`config.mk`:
```
export PLATFORM = sky130hd
export DESIGN_NAME = i2c_master_byte_engine
export DESIGN_NICKNAME = d
export VERILOG_FILES = /design/src/hw/rtl/i2cm_pkg.sv /design/src/hw/rtl/i2cm_seq.sv /design/src/hw/rtl/i2c_master_byte_engine.sv
export SDC_FILE = /design/constraint.sdc
export NUM_CORES = 1
export LEC_CHECK = 0
export ABC_CLOCK_PERIOD_IN_PS = 3200
export BUFFER_PORTS_ARGS = -buffer_cell sky130_fd_sc_hd__buf_2
export CAP_MARGIN = 40
export CORE_UTILIZATION = 35
export DETAILED_ROUTE_END_ITERATION = 16
export SLEW_MARGIN = 10
export SYNTH_ARGS = -nofsm -noshare
export SYNTH_HDL_FRONTEND = slang
export SYNTH_SLANG_ARGS = --single-unit
```
`constraint.sdc`:
```
create_clock -name clk -period 3.2 [get_ports clk]
set_input_delay 0.64 -clock clk [delete_from_list [all_inputs] [get_ports clk]]
set_output_delay 0.64 -clock clk [all_outputs]
set_load 0.03 [all_outputs]
```
`src/hw/rtl/i2cm_pkg.sv`:
```
// i2cm_pkg: shared types and constants for the I2C master byte engine.
// Holds command codes, register indexes, reset values and the tick/result structs.
// No dependencies.
`timescale 1ns / 1ps

package i2cm_pkg;

	// Command codes carried by a tick
	localparam logic [2:0] CMD_NONE       = 3'd0;
	localparam logic [2:0] CMD_START      = 3'd1;
	localparam logic [2:0] CMD_STOP       = 3'd2;
	localparam logic [2:0] CMD_WRITE      = 3'd3;
	localparam logic [2:0] CMD_READ       = 3'd4;
	localparam logic [2:0] CMD_START_ADDR = 3'd5;

	// Configuration register indexes
	localparam int unsigned CFG_IDX_W = 1;
	localparam logic [CFG_IDX_W-1:0] CFG_SHORT_DELAY = 1'b0;
	localparam logic [CFG_IDX_W-1:0] CFG_LONG_DELAY  = 1'b1;

	localparam int unsigned CFG_DATA_W = 16;
	localparam logic [CFG_DATA_W-1:0] SHORT_DELAY_RST = 16'd5;
	localparam logic [CFG_DATA_W-1:0] LONG_DELAY_RST  = 16'd10;

	// One input tick
	typedef struct packed {
		logic [2:0] command;
		logic [7:0] byte_to_send;
		logic [6:0] target_address;
		logic       read_direction;
		logic       send_ack;
		logic       sda_sample;
	} tick_t;

	// One result item
	typedef struct packed {
		logic       scl_level;
		logic       scl_drive;
		logic       sda_level;
		logic       sda_drive;
		logic       busy;
		logic       done;
		logic [7:0] read_data;
		logic       ack_error;
	} res_t;

endpackage

```
`src/hw/rtl/i2cm_seq.sv`:
```
// i2cm_seq: bus sequencer state and its next-state logic, one tick per enable.
// Produces the result of each tick from the updated state.
// Depends on i2cm_pkg.
`timescale 1ns / 1ps

module i2cm_seq
	import i2cm_pkg::*;
#(
	parameter int unsigned DELAY_COUNTER_WIDTH = 16
) (
	input  logic                  clk,
	input  logic                  arst_n,
	input  logic                  en,
	input  tick_t                 tick,
	input  logic [CFG_DATA_W-1:0] short_delay,
	input  logic [CFG_DATA_W-1:0] long_delay,
	output res_t                  res
);

	localparam int unsigned DCW = DELAY_COUNTER_WIDTH;

	typedef enum logic [19:0] {
		PH_IDLE = 20'h00001,
		PH_S0   = 20'h00002,
		PH_S1   = 20'h00004,
		PH_S2   = 20'h00008,
		PH_S3   = 20'h00010,
		PH_W0   = 20'h00020,
		PH_W1   = 20'h00040,
		PH_W2   = 20'h00080,
		PH_W3   = 20'h00100,
		PH_W4   = 20'h00200,
		PH_W5   = 20'h00400,
		PH_R0   = 20'h00800,
		PH_R1   = 20'h01000,
		PH_R2   = 20'h02000,
		PH_R3   = 20'h04000,
		PH_R4   = 20'h08000,
		PH_P0   = 20'h10000,
		PH_P1   = 20'h20000,
		PH_P2   = 20'h40000,
		PH_P3   = 20'h80000
	} phase_t;

	typedef struct packed {
		logic scl_lvl;
		logic scl_drv;
		logic sda_lvl;
		logic sda_drv;
	} line_t;

	localparam line_t LINES_RELEASED = '{scl_lvl: 1'b1, scl_drv: 1'b0,
		sda_lvl: 1'b1, sda_drv: 1'b0};

	phase_t          phase_q, phase_d, tgt;
	logic [2:0]      cmd_q, cmd_d;
	logic [2:0]      bit_q, bit_d;
	logic [7:0]      shift_q, shift_d;
	logic [DCW-1:0]  delay_q, delay_d, delay_dec;
	logic            ackc_q, ackc_d;
	logic            noack_q, noack_d;
	logic [7:0]      rxb_q, rxb_d;
	line_t           line_q, line_d;
	logic            go, finish, is_long, cmd_ok;

	// Delay reload: zero counts as one, saturate to the counter range
	function automatic logic [DCW-1:0] load_val(input logic [CFG_DATA_W-1:0] d);
		logic [31:0] d32;
		logic [32:0] max33;
		d32 = 32'(d);
		if (d32 == 32'd0)
			d32 = 32'd1;
		max33 = (33'd1 << DCW) - 33'd1;
		if ({1'b0, d32} > max33)
			return '1;
		else
			return d32[DCW-1:0];
	endfunction

	assign cmd_ok = (tick.command >= CMD_START) && (tick.command <= CMD_START_ADDR);
	assign delay_dec = (delay_q == '0) ? '0 : delay_q - DCW'(1);

	// Next state for one tick
	always_comb begin
		phase_d = phase_q;
		cmd_d   = cmd_q;
		bit_d   = bit_q;
		shift_d = shift_q;
		delay_d = delay_q;
		ackc_d  = ackc_q;
		noack_d = noack_q;
		rxb_d   = rxb_q;
		line_d  = line_q;
		go      = 1'b0;
		finish  = 1'b0;
		is_long = 1'b0;
		tgt     = PH_IDLE;

		if (phase_q == PH_IDLE) begin
			if (cmd_ok) begin
				cmd_d  = tick.command;
				bit_d  = 3'd0;
				ackc_d = tick.send_ack;
				case (tick.command)
					CMD_WRITE:      shift_d = tick.byte_to_send;
					CMD_START_ADDR: shift_d = {tick.target_address, tick.read_direction};
					default:        shift_d = 8'd0;
				endcase
				go = 1'b1;
				case (tick.command)
					CMD_START, CMD_START_ADDR: tgt = PH_S0;
					CMD_STOP:                  tgt = PH_P0;
					CMD_WRITE:                 tgt = PH_W0;
					default:                   tgt = PH_R0;
				endcase
			end
		end else begin
			delay_d = delay_dec;
			if (delay_dec == '0) begin
				unique case (phase_q)
					PH_S0: begin go = 1'b1; tgt = PH_S1; end
					PH_S1: begin go = 1'b1; tgt = PH_S2; end
					PH_S2: begin go = 1'b1; tgt = PH_S3; end
					PH_S3: begin
						if (cmd_q == CMD_START_ADDR) begin
							bit_d = 3'd0;
							go    = 1'b1;
							tgt   = PH_W0;
						end else begin
							finish = 1'b1;
						end
					end
					PH_W0: begin go = 1'b1; tgt = PH_W1; end
					PH_W1: begin go = 1'b1; tgt = PH_W2; end
					PH_W2: begin
						go = 1'b1;
						if (bit_q != 3'd7) begin
							bit_d = bit_q + 3'd1;
							tgt   = PH_W0;
						end else begin
							tgt = PH_W3;
						end
					end
					PH_W3: begin go = 1'b1; tgt = PH_W4; end
					PH_W4: begin
						noack_d = tick.sda_sample;
						go      = 1'b1;
						tgt     = PH_W5;
					end
					PH_R0: begin go = 1'b1; tgt = PH_R1; end
					PH_R1: begin
						shift_d = {shift_q[6:0], tick.sda_sample};
						go      = 1'b1;
						tgt     = PH_R2;
					end
					PH_R2: begin
						go = 1'b1;
						if (bit_q != 3'd7) begin
							bit_d = bit_q + 3'd1;
							tgt   = PH_R0;
						end else begin
							tgt = PH_R3;
						end
					end
					PH_R3: begin go = 1'b1; tgt = PH_R4; end
					PH_R4: begin
						rxb_d  = shift_q;
						finish = 1'b1;
					end
					PH_P0: begin go = 1'b1; tgt = PH_P1; end
					PH_P1: begin go = 1'b1; tgt = PH_P2; end
					PH_P2: begin go = 1'b1; tgt = PH_P3; end
					// end of stop, end of write
					default: finish = 1'b1;
				endcase
			end
		end

		// Line change of the step being entered
		if (go) begin
			phase_d = tgt;
			unique case (tgt)
				PH_S0: begin line_d.sda_drv = 1'b1; line_d.sda_lvl = 1'b1; end
				PH_S1: begin line_d.scl_drv = 1'b1; line_d.scl_lvl = 1'b1; end
				PH_S2: begin line_d.sda_drv = 1'b1; line_d.sda_lvl = 1'b0; end
				PH_S3: begin line_d.scl_drv = 1'b1; line_d.scl_lvl = 1'b0; end
				PH_W0: begin
					line_d.sda_drv = 1'b1;
					line_d.sda_lvl = shift_d[~bit_d];
				end
				PH_W1, PH_W4, PH_R1: begin
					line_d.scl_drv = 1'b1;
					line_d.scl_lvl = 1'b1;
					is_long        = 1'b1;
				end
				PH_W2, PH_W5, PH_R2: begin
					line_d.scl_drv = 1'b1;
					line_d.scl_lvl = 1'b0;
				end
				PH_W3: begin line_d.sda_drv = 1'b0; line_d.sda_lvl = 1'b1; end
				PH_R0, PH_R4: begin
					line_d.sda_drv = 1'b0;
					line_d.sda_lvl = 1'b1;
					line_d.scl_drv = 1'b1;
					line_d.scl_lvl = 1'b0;
				end
				PH_R3: begin
					line_d.sda_drv = 1'b1;
					line_d.sda_lvl = ~ackc_q;
					line_d.scl_drv = 1'b1;
					line_d.scl_lvl = 1'b1;
					is_long        = 1'b1;
				end
				PH_P0: begin
					line_d.sda_drv = 1'b1;
					line_d.sda_lvl = 1'b0;
					line_d.scl_drv = 1'b1;
					line_d.scl_lvl = 1'b0;
				end
				PH_P1: begin line_d.scl_drv = 1'b1; line_d.scl_lvl = 1'b1; end
				PH_P2: begin line_d.sda_drv = 1'b1; line_d.sda_lvl = 1'b1; end
				PH_P3: line_d = LINES_RELEASED;
				default: line_d = line_q;
			endcase
			delay_d = is_long ? load_val(long_delay) : load_val(short_delay);
		end

		if (finish) begin
			phase_d = PH_IDLE;
			delay_d = '0;
		end
	end

	// State registers, advanced once per accepted tick
	always_ff @(posedge clk or negedge arst_n) begin
		if (!arst_n) begin
			phase_q <= PH_IDLE;
			cmd_q   <= CMD_NONE;
			bit_q   <= 3'd0;
			shift_q <= 8'd0;
			delay_q <= '0;
			ackc_q  <= 1'b0;
			noack_q <= 1'b0;
			rxb_q   <= 8'd0;
			line_q  <= LINES_RELEASED;
		end else if (en) begin
			phase_q <= phase_d;
			cmd_q   <= cmd_d;
			bit_q   <= bit_d;
			shift_q <= shift_d;
			delay_q <= delay_d;
			ackc_q  <= ackc_d;
			noack_q <= noack_d;
			rxb_q   <= rxb_d;
			line_q  <= line_d;
		end
	end

	// Result of this tick
	assign res.scl_level = line_d.scl_lvl;
	assign res.scl_drive = line_d.scl_drv;
	assign res.sda_level = line_d.sda_lvl;
	assign res.sda_drive = line_d.sda_drv;
	assign res.busy      = (phase_d != PH_IDLE);
	assign res.done      = finish;
	assign res.read_data = rxb_d;
	assign res.ack_error = noack_d;

	// Checks
	a_phase_onehot: assert property (@(posedge clk) disable iff (!arst_n)
		$onehot(phase_q))
		else $error("sequencer phase not one-hot");

	a_delay_loaded: assert property (@(posedge clk) disable iff (!arst_n)
		(phase_q != PH_IDLE) |-> (delay_q != '0))
		else $error("active step with empty delay counter");

	a_idle_no_cmd: assert property (@(posedge clk) disable iff (!arst_n)
		(en && phase_q == PH_IDLE && !cmd_ok) |=> (phase_q == PH_IDLE))
		else $error("left idle without a command");

endmodule

```
`src/hw/rtl/i2c_master_byte_engine.sv`:
```
// Tick-driven I2C master: each accepted tick advances the bus sequencer by one step
// of its delay count and yields one result item with line levels and status.
// A tick is accepted each clock cycle unless tick_stall is high; its result goes to
// the output register, or to a one-entry skid stage behind it when the output
// register is held by a result-side stall, so tick_stall rises only once both are
// full. The rate is set by the single sequencer update per tick. Delay registers are
// written through a cfg port that is always ready. Depends on i2cm_pkg, i2cm_seq.
`timescale 1ns / 1ps

module i2c_master_byte_engine
	import i2cm_pkg::*;
#(
	parameter int unsigned DELAY_COUNTER_WIDTH = 16
) (
	input  logic                  clk,
	input  logic                  arst_n,
	// tick channel
	input  logic                  tick_valid,
	output logic                  tick_stall,
	input  logic [2:0]            command,
	input  logic [7:0]            byte_to_send,
	input  logic [6:0]            target_address,
	input  logic                  read_direction,
	input  logic                  send_ack,
	input  logic                  sda_sample,
	// result channel
	output logic                  res_valid,
	input  logic                  res_stall,
	output logic                  scl_level,
	output logic                  scl_drive,
	output logic                  sda_level,
	output logic                  sda_drive,
	output logic                  busy_res,
	output logic                  done_res,
	output logic [7:0]            read_data,
	output logic                  ack_error,
	// configuration write channel
	input  logic                  cfg_valid,
	output logic                  cfg_ready,
	input  logic [CFG_IDX_W-1:0]  cfg_index,
	input  logic [CFG_DATA_W-1:0] cfg_data
);

	logic [CFG_DATA_W-1:0] short_delay_q, long_delay_q;
	tick_t tick;
	res_t  seq_res, out_q, skid_q;
	logic  out_valid_q, skid_valid_q;
	logic  tick_fire, res_fire;

	// Configuration registers
	assign cfg_ready = 1'b1;

	always_ff @(posedge clk or negedge arst_n) begin
		if (!arst_n) begin
			short_delay_q <= SHORT_DELAY_RST;
			long_delay_q  <= LONG_DELAY_RST;
		end else if (cfg_valid && cfg_ready) begin
			unique case (cfg_index)
				CFG_SHORT_DELAY: short_delay_q <= cfg_data;
				CFG_LONG_DELAY:  long_delay_q  <= cfg_data;
				default: ;
			endcase
		end
	end

	// Handshakes
	assign tick_stall = skid_valid_q;
	assign tick_fire  = tick_valid && !tick_stall;
	assign res_fire   = out_valid_q && !res_stall;

	assign tick = '{command: command, byte_to_send: byte_to_send,
		target_address: target_address, read_direction: read_direction,
		send_ack: send_ack, sda_sample: sda_sample};

	i2cm_seq #(
		.DELAY_COUNTER_WIDTH(DELAY_COUNTER_WIDTH)
	) u_seq (
		.clk        (clk),
		.arst_n     (arst_n),
		.en         (tick_fire),
		.tick       (tick),
		.short_delay(short_delay_q),
		.long_delay (long_delay_q),
		.res        (seq_res)
	);

	// Output register and skid stage: valid bits
	always_ff @(posedge clk or negedge arst_n) begin
		if (!arst_n) begin
			out_valid_q  <= 1'b0;
			skid_valid_q <= 1'b0;
		end else begin
			if (skid_valid_q) begin
				if (res_fire)
					skid_valid_q <= 1'b0;
			end else if (tick_fire) begin
				if (!out_valid_q || res_fire)
					out_valid_q <= 1'b1;
				else
					skid_valid_q <= 1'b1;
			end else if (res_fire) begin
				out_valid_q <= 1'b0;
			end
		end
	end

	// Output register and skid stage: payload
	always_ff @(posedge clk) begin
		if (skid_valid_q) begin
			if (res_fire)
				out_q <= skid_q;
		end else if (tick_fire) begin
			if (!out_valid_q || res_fire)
				out_q <= seq_res;
			else
				skid_q <= seq_res;
		end
	end

	assign res_valid = out_valid_q;
	assign scl_level = out_q.scl_level;
	assign scl_drive = out_q.scl_drive;
	assign sda_level = out_q.sda_level;
	assign sda_drive = out_q.sda_drive;
	assign busy_res  = out_q.busy;
	assign done_res  = out_q.done;
	assign read_data = out_q.read_data;
	assign ack_error = out_q.ack_error;

	// Checks
	a_skid_behind_out: assert property (@(posedge clk) disable iff (!arst_n)
		skid_valid_q |-> out_valid_q)
		else $error("skid entry without output entry");

	a_skid_drains: assert property (@(posedge clk) disable iff (!arst_n)
		(skid_valid_q && !res_stall) |=> !skid_valid_q)
		else $error("skid entry not drained");

	a_skid_fills: assert property (@(posedge clk) disable iff (!arst_n)
		(out_valid_q && res_stall && !skid_valid_q && tick_valid) |=> skid_valid_q)
		else $error("tick taken during stall not held in skid");

endmodule
```
==> results of run 1 <==
[layout make-up]
class | count | area [sq um] | area share
inverters | 13 | 48.8 | 0.00445
multi-input cells | 614 | 4580 | 0.417
clock buffers | 17 | 425 | 0.0388
well taps | 275 | 344 | 0.0314
repair buffers | 265 | 2020 | 0.184
clock inverters | 15 | 196 | 0.0179
flip-flops and latches | 128 | 3360 | 0.307
[per-layer routing]
layer  vias up  GRT usage
li1       3475          -
met3        49     0.0378
met4         0     0.0944
met2       271      0.370
met1      3667      0.297
met5         -          0
[per-stage QoR]
stage	power (mW)	hold WS, ps
finish	8.57	252
detailed placement	5.97	463
global placement	5.94	453
floorplan	4.47	344
global route	9.01	295
CTS	8.34	269
[state kept, by name, indices dropped and copies added, names as in the netlist, 3 cells and up]
register,count
long_delay_q,16
read_data,8
short_delay_q,16
skid_q,15
u_seq.bit_q,3
u_seq.cmd_q,3
u_seq.delay_q,16
u_seq.line_q,4
u_seq.phase_q,20
u_seq.rxb_q,8
u_seq.shift_q,8
[cells by family (layout without fill, tap and decap cells)]
family,count (synthesis),in the layout
buffers and inverters,56,310
muxes,83,83
AOI/OAI and AO/OA,187,187
other,1,1
and+or+nand+nor,334,334
adders and majority gates,3,3
DFF,128,128
xor gates and xnor gates,6,6
[cells in the final DEF (no fill, tap or decap), types with 21 or more instances in the layout]
master,synthesis,final
buf_2,8,59
nand2_1,103,95
buf_4,2,182
o21ai_1,9,21
mux2_2,63,50
dfrtp_1,91,90
nor3_1,28,26
o21ai_0,51,34
edfxtp_1,30,30
nor2_1,69,63
[synth_stat cells, types with 7 or more instances]
cell type / count
nand2_1: 103
dfrtp_1: 91
nor2_1: 69
mux2_2: 63
o21ai_0: 51
edfxtp_1: 30
clkbuf_1: 28
nor3_1: 28
a21oi_1: 24
nand3_1: 22
mux2i_1: 19
a221oi_1: 17
nor4_1: 15
nor2b_1: 14
inv_1: 12
a31oi_1: 11
and2_1: 11
nand2b_1: 10
or4_1: 10
o211ai_1: 9
o21ai_1: 9
a22o_1: 8
buf_2: 8
and3_1: 7
dfstp_2: 7
o31ai_1: 7
[worst max-delay path, cell delays in order (launching register included)]
cell	delay, ps
dfrtp_1	380
inv_2	80
ha_4	130
or3b_4	370
or4_4	530
xor2_4	220
a31o_4	240
nand2_8	80
o31a_4	360
or4_4	430
a21o_1	220
nand3_2	110
mux2_4	150
[path summary, 6_finish.rpt]
| check | slack, ps | cells after the start | end |
|---|---|---|---|
| setup / recovery | -230 | 12 | scl_drive |
| min in group clk | 460 | 2 | long_delay_q[12] |
| hold reg to reg | 480 | 2 | u_seq.rxb_q[3] |
| max in group asynchronous | 2160 | 2 | long_delay_q[3] |
| setup reg to reg | -230 | 12 | scl_drive |
| hold / removal | 250 | 1 | short_delay_q[8] |
[power by group through the flow]
| stage | combinational [mW] | sequential (mW) | clock, mW |
|---|---|---|---|
| 4_1_cts | 3.82 | 2.43 | 2.10 |
| 5_1_grt | 4.34 | 2.50 | 2.17 |
| 3_5_place_dp | 3.53 | 2.44 | 0 |
| 2_1_floorplan | 1.89 | 2.58 | 0 |
| 6_report | 4.06 | 2.44 | 2.07 |
| 3_3_place_gp | 3.51 | 2.43 | 0 |
[repair_timing]
item,in CTS,in global routing
pin swaps,44,34
buffers inserted,27,20
resized for setup,100,40
cloned,3,1
endpoints found under the setup margin,44,55
==> metrics.txt, run 1 <==
antenna violations before repair 0; clock skew 11.6 ps; routed vias 7462; antenna viol nets, final 0; post-place setup slack -269 ps; predominant post-synthesis flop cell dfrtp_1; # placed instances 1252; Mean Syn Cell Area 9.60 sq um; Max IR drop VDD 0.411 mV; crit path max fanout 5; global-route wire length before repair 38900 um; later-pin clock latency in the skew report 430 ps; endpoint class of the critical path register; Seq/Total Area, Yosys 0.439; Slew Viols, Final 0; Critical R2R Launch u_seq.delay_q[1]; DRC 0; Synth Area in XOR/XNOR 0.00784; vias in the first global route 7118; Finished Layout Cells 1327; met3 wire len 1190 um; Ant. Diodes 0; Clock Pin Slew Worst Setup and Hold Paths 60 ps; crit path DAT 3730 ps; total track usage 0.227; clock network fraction of total power 0.241; layout cells sized above 1 0.437; CTS Buf Count 17; Mapped Cells 798; Switching Share 0.385; Syn Nets 844; chip height 150 um; Yosys warnings 0; ys async rst share 0.766; pin count of the biggest net entering global routing 49; wire per inst 18.7 um; Starting Density 0.361; P per Cell Area 781 mW/mm^2; Metal-1 WL 10700 um; HPWL after DPL 17600 um; CTS Hold Bufs 0; fin nets 1085; Simple-Gate Fraction of Synth Area 0.226; Comb pwr share 0.473; DRT Pass-1 Iters 5; Synth area leaders dfrtp_1 (30%), edfxtp_1 (12%), mux2_2 (9.3%); post-synth top area share 0.297; failing checks setup timing; Ports 61; setup TNS -5010 ps; uppermost layer routed met4; global route overflow 0; synthesized-area fraction occupied by adder cells 0.00490; Critical Path RT 3500 ps; drt total wl 24900 um; leakage power 4.74 nW; full die area 0.0225 sq mm; Hold Crit Class in2async; largest family of logic cells by synthesized area simple AND/OR/NAND/NOR gates; Die W 150 um; CTS tree done; initial DRC count 598; Syn-to-layout area delta 43.3%; mux contribution to synthesized area 0.119; final setup margin -228 ps; # clock sinks 128; Root Buffer clkbuf_16; number of synthesized flops with an enable pin 30; crit path kind reg2reg; FILL cells 1926; Core Util, Final 0.517; Tcrit/Tclk final 1.07; row count 53; core box area 0.0212 sq mm; fin crit period 3430 ps; Routed met2 length 12100 um; Setup crit start u_seq.delay_q[1]; H-tree lvl count 4; Worst Tran Pin Value 758 ps; Buffers on Ports 59; max cap viols 0; RSZ-0062 raised after global routing true; status finished with violations; Synth area leader dfrtp_1; Psw 3.30 mW; sequential share of power 0.285; register bit count reported by yosys 128; slew margin rel. 0.495; Placer Congestion 0.941; setup violators final 46; Final Hold Viols 0; Critical Path Source Type register; clk buf depth 2; synth unique cells 80; Placed Area 0.00943 sq mm; final instance area 0.0110 sq mm; maximum clock frequency 292 MHz; Via-to-Cell Ratio 5.62; Synth Area in Compound Gates 0.171; internal power 5.27 mW; mapped cell area 0.00766 sq mm
Note: power is estimated with default switching activity, not from simulation.
==> run 2: changes to the inputs <==
- TNS_END_PERCENT: not set -> 1
==> run 2 against run 1 <==
  * The run still ends with setup timing left
  * Via count fell by 4.5%
  * Largest power group unchanged
  * Die area stayed put
  * Final cell count fell by 4.1%
==> metrics.txt, run 2 (synthesis gave the netlist of run 1 again) <==
status finished with violations (unchanged); failing checks setup timing (unchanged); Syn-to-layout area delta 32.9% (was 43.3%); Hold Crit Class in2async (unchanged); antenna violations before repair 0 (unchanged); maximum clock frequency 283 MHz (was 292 MHz); drt total wl 23400 um (was 24900 um); Critical Path Source Type register (unchanged); crit path DAT 3700 ps (was 3730 ps); row count 53 (unchanged); antenna viol nets, final 0 (unchanged); post-place setup slack -375 ps (was -269 ps); final setup margin -328 ps (was -228 ps); core box area 0.0212 sq mm (unchanged); crit path kind reg2reg (unchanged); Ports 61 (unchanged); max reg flops 20 (unchanged); pin count of the biggest net entering global routing 59 (was 49); Starting Density 0.361 (unchanged); chip height 150 um (unchanged); fin nets 1031 (was 1085); crit-path max cell delay 530 ps (about the same); setup violators final 31 (was 46); CP max-delay cell or4_4 (unchanged); Finished Layout Cells 1273 (was 1327); Root Buffer clkbuf_16 (unchanged); Worst Tran Pin Value 719 ps (was 758 ps); Tot Pwr 8.24 mW (was 8.57 mW); Tcrit/Tclk final 1.10 (was 1.07); Via-to-Cell Ratio 5.60 (was 5.62); total track usage 0.220 (was 0.227); vias in the first global route 7075 (was 7118); Die W 150 um (unchanged); DRT Pass-1 Iters 5 (unchanged); highest-count cells in the layout ignoring fill and taps buf_4 (142), nand2_1 (99), dfrtp_1 (91), nor2_1 (66), buf_2 (58) (was buf_4 (182), nand2_1 (95), dfrtp_1 (90), nor2_1 (63), buf_2 (59)); critical path cell sequence inv_2, ha_4, or3b_4, or4_4, xor2_4, a31o_4, a31oi_2, and2_1, a21oi_2, nand2_1, or4_4, mux2_4 (was inv_2, ha_4, or3b_4, or4_4, xor2_4, a31o_4, nand2_8, o31a_4, or4_4, a21o_1, nand3_2, mux2_4); setup TNS -4240 ps (was -5010 ps); wire per inst 18.4 um (was 18.7 um); Slew Viols, Final 0 (unchanged); Core Util, Final 0.480 (was 0.517); CTS Hold Bufs 0 (unchanged); FF+latch area 0.00336 sq mm (about the same); global route overflow 0 (unchanged); DRC 0 (unchanged); Max IR drop VDD 0.388 mV (was 0.411 mV); CTS Buf Count 17 (unchanged); most common cell after layout, fill and taps aside buf_4 (unchanged); crit path max fanout 5 (unchanged); full die area 0.0225 sq mm (unchanged); final instance area 0.0102 sq mm (was 0.0110 sq mm); FILL cells 1989 (was 1926); # clock sinks 128 (unchanged); CTS tree done (unchanged); Placed Area 0.00935 sq mm (was 0.00943 sq mm); fin crit period 3530 ps (was 3430 ps); Top reg by flops u_seq.phase_q (unchanged); endpoint class of the critical path register (unchanged); leakage power 4.40 nW (was 4.74 nW); global-route wire length before repair 37800 um (was 38900 um); routed vias 7123 (was 7462); Final Hold Viols 0 (unchanged); HPWL after DPL 17500 um (was 17600 um); P per Cell Area 810 mW/mm^2 (was 781 mW/mm^2); Clock Pin Slew Worst Setup and Hold Paths 60 ps (about the same); Critical Path RT 3370 ps (was 3500 ps); later-pin clock latency in the skew report 430 ps (about the same); layout cells sized above 1 0.371 (was 0.437); max cap viols 0 (unchanged); slew margin rel. 0.520 (was 0.495); Post-CTS Setup Bufs 0 (was 27); initial DRC count 452 (was 598); RSZ-0062 raised after global routing true (unchanged); area occupied by multi-input gates 0.00430 sq mm (was 0.00458 sq mm); hold_ws 199 ps (was 252 ps); H-tree lvl count 4 (unchanged); clock skew 10.0 ps (was 11.6 ps); Ant. Diodes 0 (unchanged); Placer Congestion 1.01 (was 0.941); # placed instances 1241 (was 1252); Buffers on Ports 59 (unchanged); most used cell, CP or4_4 (unchanged); clk buf depth 2 (unchanged)
[run 2: layer usage]
| layer | track usage | share of wire | up-vias |
|---|---|---|---|
| li1 | - | - | 3360 |
| met1 | 0.276 | 0.44 | 3449 |
| met2 | 0.362 | 0.47 | 255 |
| met3 | 0.0500 | 0.057 | 59 |
| met4 | 0.0904 | 0.035 | 0 |
| met5 | 0 | 0 | - |
[run 2: what timing repair did]
item	4_1_cts	5_1_grt
pin swaps	12	5
endpoints found under the setup margin	43	52
gates resized for setup	38	25
cloned	0	0
[run 2: path summary, 6_finish.rpt]
| check | start | to | slack (ps) | depth (start not counted) |
|---|---|---|---|---|
| worst max-delay path | u_seq.delay_q[1] | busy_res | -330 | 12 |
| worst min-delay path | arst_n | long_delay_q[14] | 200 | 1 |
| worst max register to register | u_seq.delay_q[1] | busy_res | -330 | 12 |
| worst min register to register | u_seq.rxb_q[0] | u_seq.rxb_q[0] | 480 | 2 |
| max in group asynchronous | arst_n | u_seq.phase_q[0] | 2230 | 2 |
| min in group clk | cfg_data[5] | long_delay_q[5] | 460 | 2 |
[run 2: layout make-up]
| type | instances | area share |
|---|---|---|
| inverters | 13 | 0.00480 |
| multi-input cells | 614 | 0.422 |
| clock inverters | 15 | 0.0170 |
| flip-flops and latches | 128 | 0.330 |
| clock buffers | 17 | 0.0418 |
| well taps | 275 | 0.0338 |
| repair buffers | 211 | 0.150 |
[run 2: worst max-delay path, delay by kind of cell (launching register included)]
family          cells  cell delay [ps]
compound gates      3              510
xor+xnor            1              210
fa+ha+maj           1              140
buf+inv             1               90
flops               1              390
mux                 1              270
simple gates        5             1670
[run 2: where the power goes]
group	total, mW	internal [mW]	switching (mW)
Sequential	2.42	2.12	0.305
Clock	1.99	1.17	0.821
Combinational	3.83	1.79	2.04
Total	8.24	5.08	3.17
==> run 3: changes to the inputs <==
- CELL_PAD_IN_SITES_DETAIL_PLACEMENT: not set -> 2
- CELL_PAD_IN_SITES_GLOBAL_PLACEMENT: not set -> 2
- PLACE_DENSITY_LB_ADDON: not set -> 0.1
==> run 3 against run 2 <==
  * The flow still finishes with violations (setup timing)
  * Die area unchanged
  * Register-to-register slack got worse by 60 ps
  * Combinational power increased by 6.8%
  * Wire length increased by 37%
  * Utilization increased by 1.4 points
  * First-iteration DRC count decreased by 35%
==> metrics.txt, run 3 (synthesis gave the netlist of run 1 again) <==
final setup margin -392 ps (was -328 ps); Finished Layout Cells 1294 (was 1273); crit path DAT 3770 ps (was 3700 ps); crit path max fanout 4 (was 5); slew margin rel. 0.465 (was 0.520); post-place setup slack -403 ps (was -375 ps); maximum clock frequency 278 MHz (was 283 MHz); Die W 150 um (unchanged); fin crit period 3590 ps (was 3530 ps); clk buf depth 2 (unchanged); chip height 150 um (unchanged); pin count of the biggest net entering global routing 54 (was 59); global-route wire length before repair 49700 um (was 37800 um); cell family with most CP delay simple AND/OR/NAND/NOR gates (unchanged); # clock sinks 128 (unchanged); reg2reg path depth 12 (unchanged); RR Endpoint busy_res (unchanged); global route overflow 0 (unchanged); critical path cell sequence inv_2, ha_4, or3b_4, or4_4, xor2_4, a31o_4, a31oi_4, and2_4, a21oi_2, nand2_1, or4_4, mux2_4 (was inv_2, ha_4, or3b_4, or4_4, xor2_4, a31o_4, a31oi_2, and2_1, a21oi_2, nand2_1, or4_4, mux2_4); DRC 0 (unchanged); RSZ-0062 raised after global routing true (unchanged); Setup crit start u_seq.delay_q[0] (was u_seq.delay_q[1]); antenna viol nets, final 0 (unchanged); clock skew 14.3 ps (was 10.0 ps); crit-path max cell delay 570 ps (was 530 ps); Top reg by flops u_seq.phase_q (unchanged); setup violators final 38 (was 31); Ports 61 (unchanged); full die area 0.0225 sq mm (unchanged); layout cells sized above 1 0.409 (was 0.371); Critical R2R Launch u_seq.delay_q[0] (was u_seq.delay_q[1]); antenna violations before repair 0 (unchanged); later-pin clock latency in the skew report 430 ps (about the same); failing checks setup timing (unchanged); crit path to busy_res (unchanged); setup TNS -8940 ps (was -4240 ps); Placer Congestion 0.895 (was 1.01); CTS tree done (unchanged); most common cell after layout, fill and taps aside buf_4 (unchanged); row count 53 (unchanged); crit path kind reg2reg (unchanged); initial DRC count 296 (was 452); Buf+Inv Stages, Crit Path 1 (unchanged); status finished with violations (unchanged); Worst Tran Pin Value 803 ps (was 719 ps); HPWL after DPL 23800 um (was 17500 um); Slew Viols, Final 0 (unchanged); reg2reg setup slack -390 ps (was -330 ps); Critical Path RT 3370 ps (about the same); max cap viols 0 (unchanged); drt total wl 32200 um (was 23400 um); core box area 0.0212 sq mm (unchanged); DRT Pass-1 Iters 4 (was 5); # placed instances 1253 (was 1241); Critical Path Source Type register (unchanged); Core Util, Final 0.494 (was 0.480); P per Cell Area 827 mW/mm^2 (was 810 mW/mm^2); Final Hold Viols 0 (unchanged); CTS Hold Bufs 0 (unchanged); highest-count cells in the layout ignoring fill and taps buf_4 (164), nand2_1 (97), dfrtp_1 (91), nor2_1 (62), buf_2 (58) (was buf_4 (142), nand2_1 (99), dfrtp_1 (91), nor2_1 (66), buf_2 (58)); max reg flops 20 (unchanged); CTS Buf Count 17 (unchanged); Clock Pin Slew Worst Setup and Hold Paths 70 ps (was 60 ps); Root Buffer clkbuf_16 (unchanged); endpoint class of the critical path register (unchanged); vias in the first global route 8387 (was 7075); Via-to-Cell Ratio 5.80 (was 5.60); most used cell, CP or4_4 (unchanged); Placed Area 0.00946 sq mm (was 0.00935 sq mm); cell depth of the worst setup path 12 (unchanged); Ant. Diodes 0 (unchanged); Starting Density 0.361 (unchanged); Max IR drop VDD 0.365 mV (was 0.388 mV); H-tree lvl count 4 (unchanged); Tcrit/Tclk final 1.12 (was 1.10); final instance area 0.0105 sq mm (was 0.0102 sq mm); CP max-delay cell or4_4 (unchanged); wire per inst 24.9 um (was 18.4 um); Hold Crit Class in2async (unchanged); total track usage 0.299 (was 0.220); Buffers on Ports 59 (unchanged); Syn-to-layout area delta 36.8% (was 32.9%); routed vias 7509 (was 7123); leakage power 4.54 nW (was 4.40 nW); fin nets 1052 (was 1031)
run 3: changes by cell type in the layout (fill, tap and decap cells not counted), moves of 4 or more:
cell | previous run | this run
o21ai_1 | 17 | 10
nor2_1 | 66 | 62
o31ai_2 | 0 | 4
mux2_2 | 54 | 50
nor3_2 | 1 | 5
nor2_2 | 2 | 6
nor3_1 | 28 | 24
inv_6 | 6 | 1
o31ai_1 | 6 | 2
o21ai_0 | 39 | 47
buf_4 | 142 | 164
mux2_4 | 10 | 14
run 3: repair_timing:
item,CTS,global route
buffers inserted,8,1
endpoints found under the hold margin,0,0
pin swaps,20,9
gates resized for setup,55,27
endpoints found under the setup margin,63,72
run 3: stage by stage:
step | total power [mW] | hold WS, ps
after floorplan | 4.46 | 344
after global placement | 5.97 | 453
after detailed placement | 6.18 | 479
after CTS | 8.58 | 285
after global routing | 9.09 | 311
final | 8.66 | 266
run 3: worst min-delay path by stage:
| stage | end | slack (ps) | startpoint | cells after the start |
|---|---|---|---|---|
| after floorplan | long_delay_q[0] | 340 | arst_n | 0 |
| after global placement | u_seq.rxb_q[4] | 450 | u_seq.rxb_q[4] | 2 |
| after detailed placement | u_seq.rxb_q[0] | 480 | u_seq.rxb_q[0] | 2 |
| after CTS | long_delay_q[2] | 290 | arst_n | 1 |
| after global routing | long_delay_q[2] | 310 | arst_n | 1 |
| final | long_delay_q[2] | 270 | arst_n | 1 |
run 3: where the power goes:
part | internal [mW] | switching [mW]
registers | 2.12 | 0.343
clock network | 1.29 | 0.827
logic | 1.78 | 2.31
total | 5.19 | 3.48
run 3: layout make-up:
| cell class | count | area (sq um) |
|---|---|---|
| Clock buffer | 22 | 507 |
| Clock inverter | 10 | 124 |
| Fill cell | 2226 | 10700 |
| Inverter | 13 | 48.8 |
| Multi-Input combinational cell | 614 | 4410 |
| Sequential cell | 128 | 3360 |
| Tap cell | 275 | 344 |
| Timing Repair Buffer | 232 | 1680 |
run 3: layer usage:
layer	up-vias	GRT usage	wire, um	share of wire
met5	-	0	0	0
li1	3385	-	-	-
met1	3904	0.354	13200	0.41
met4	0	0.132	1020	0.032
met3	58	0.0412	939	0.029
met2	162	0.534	17000	0.53
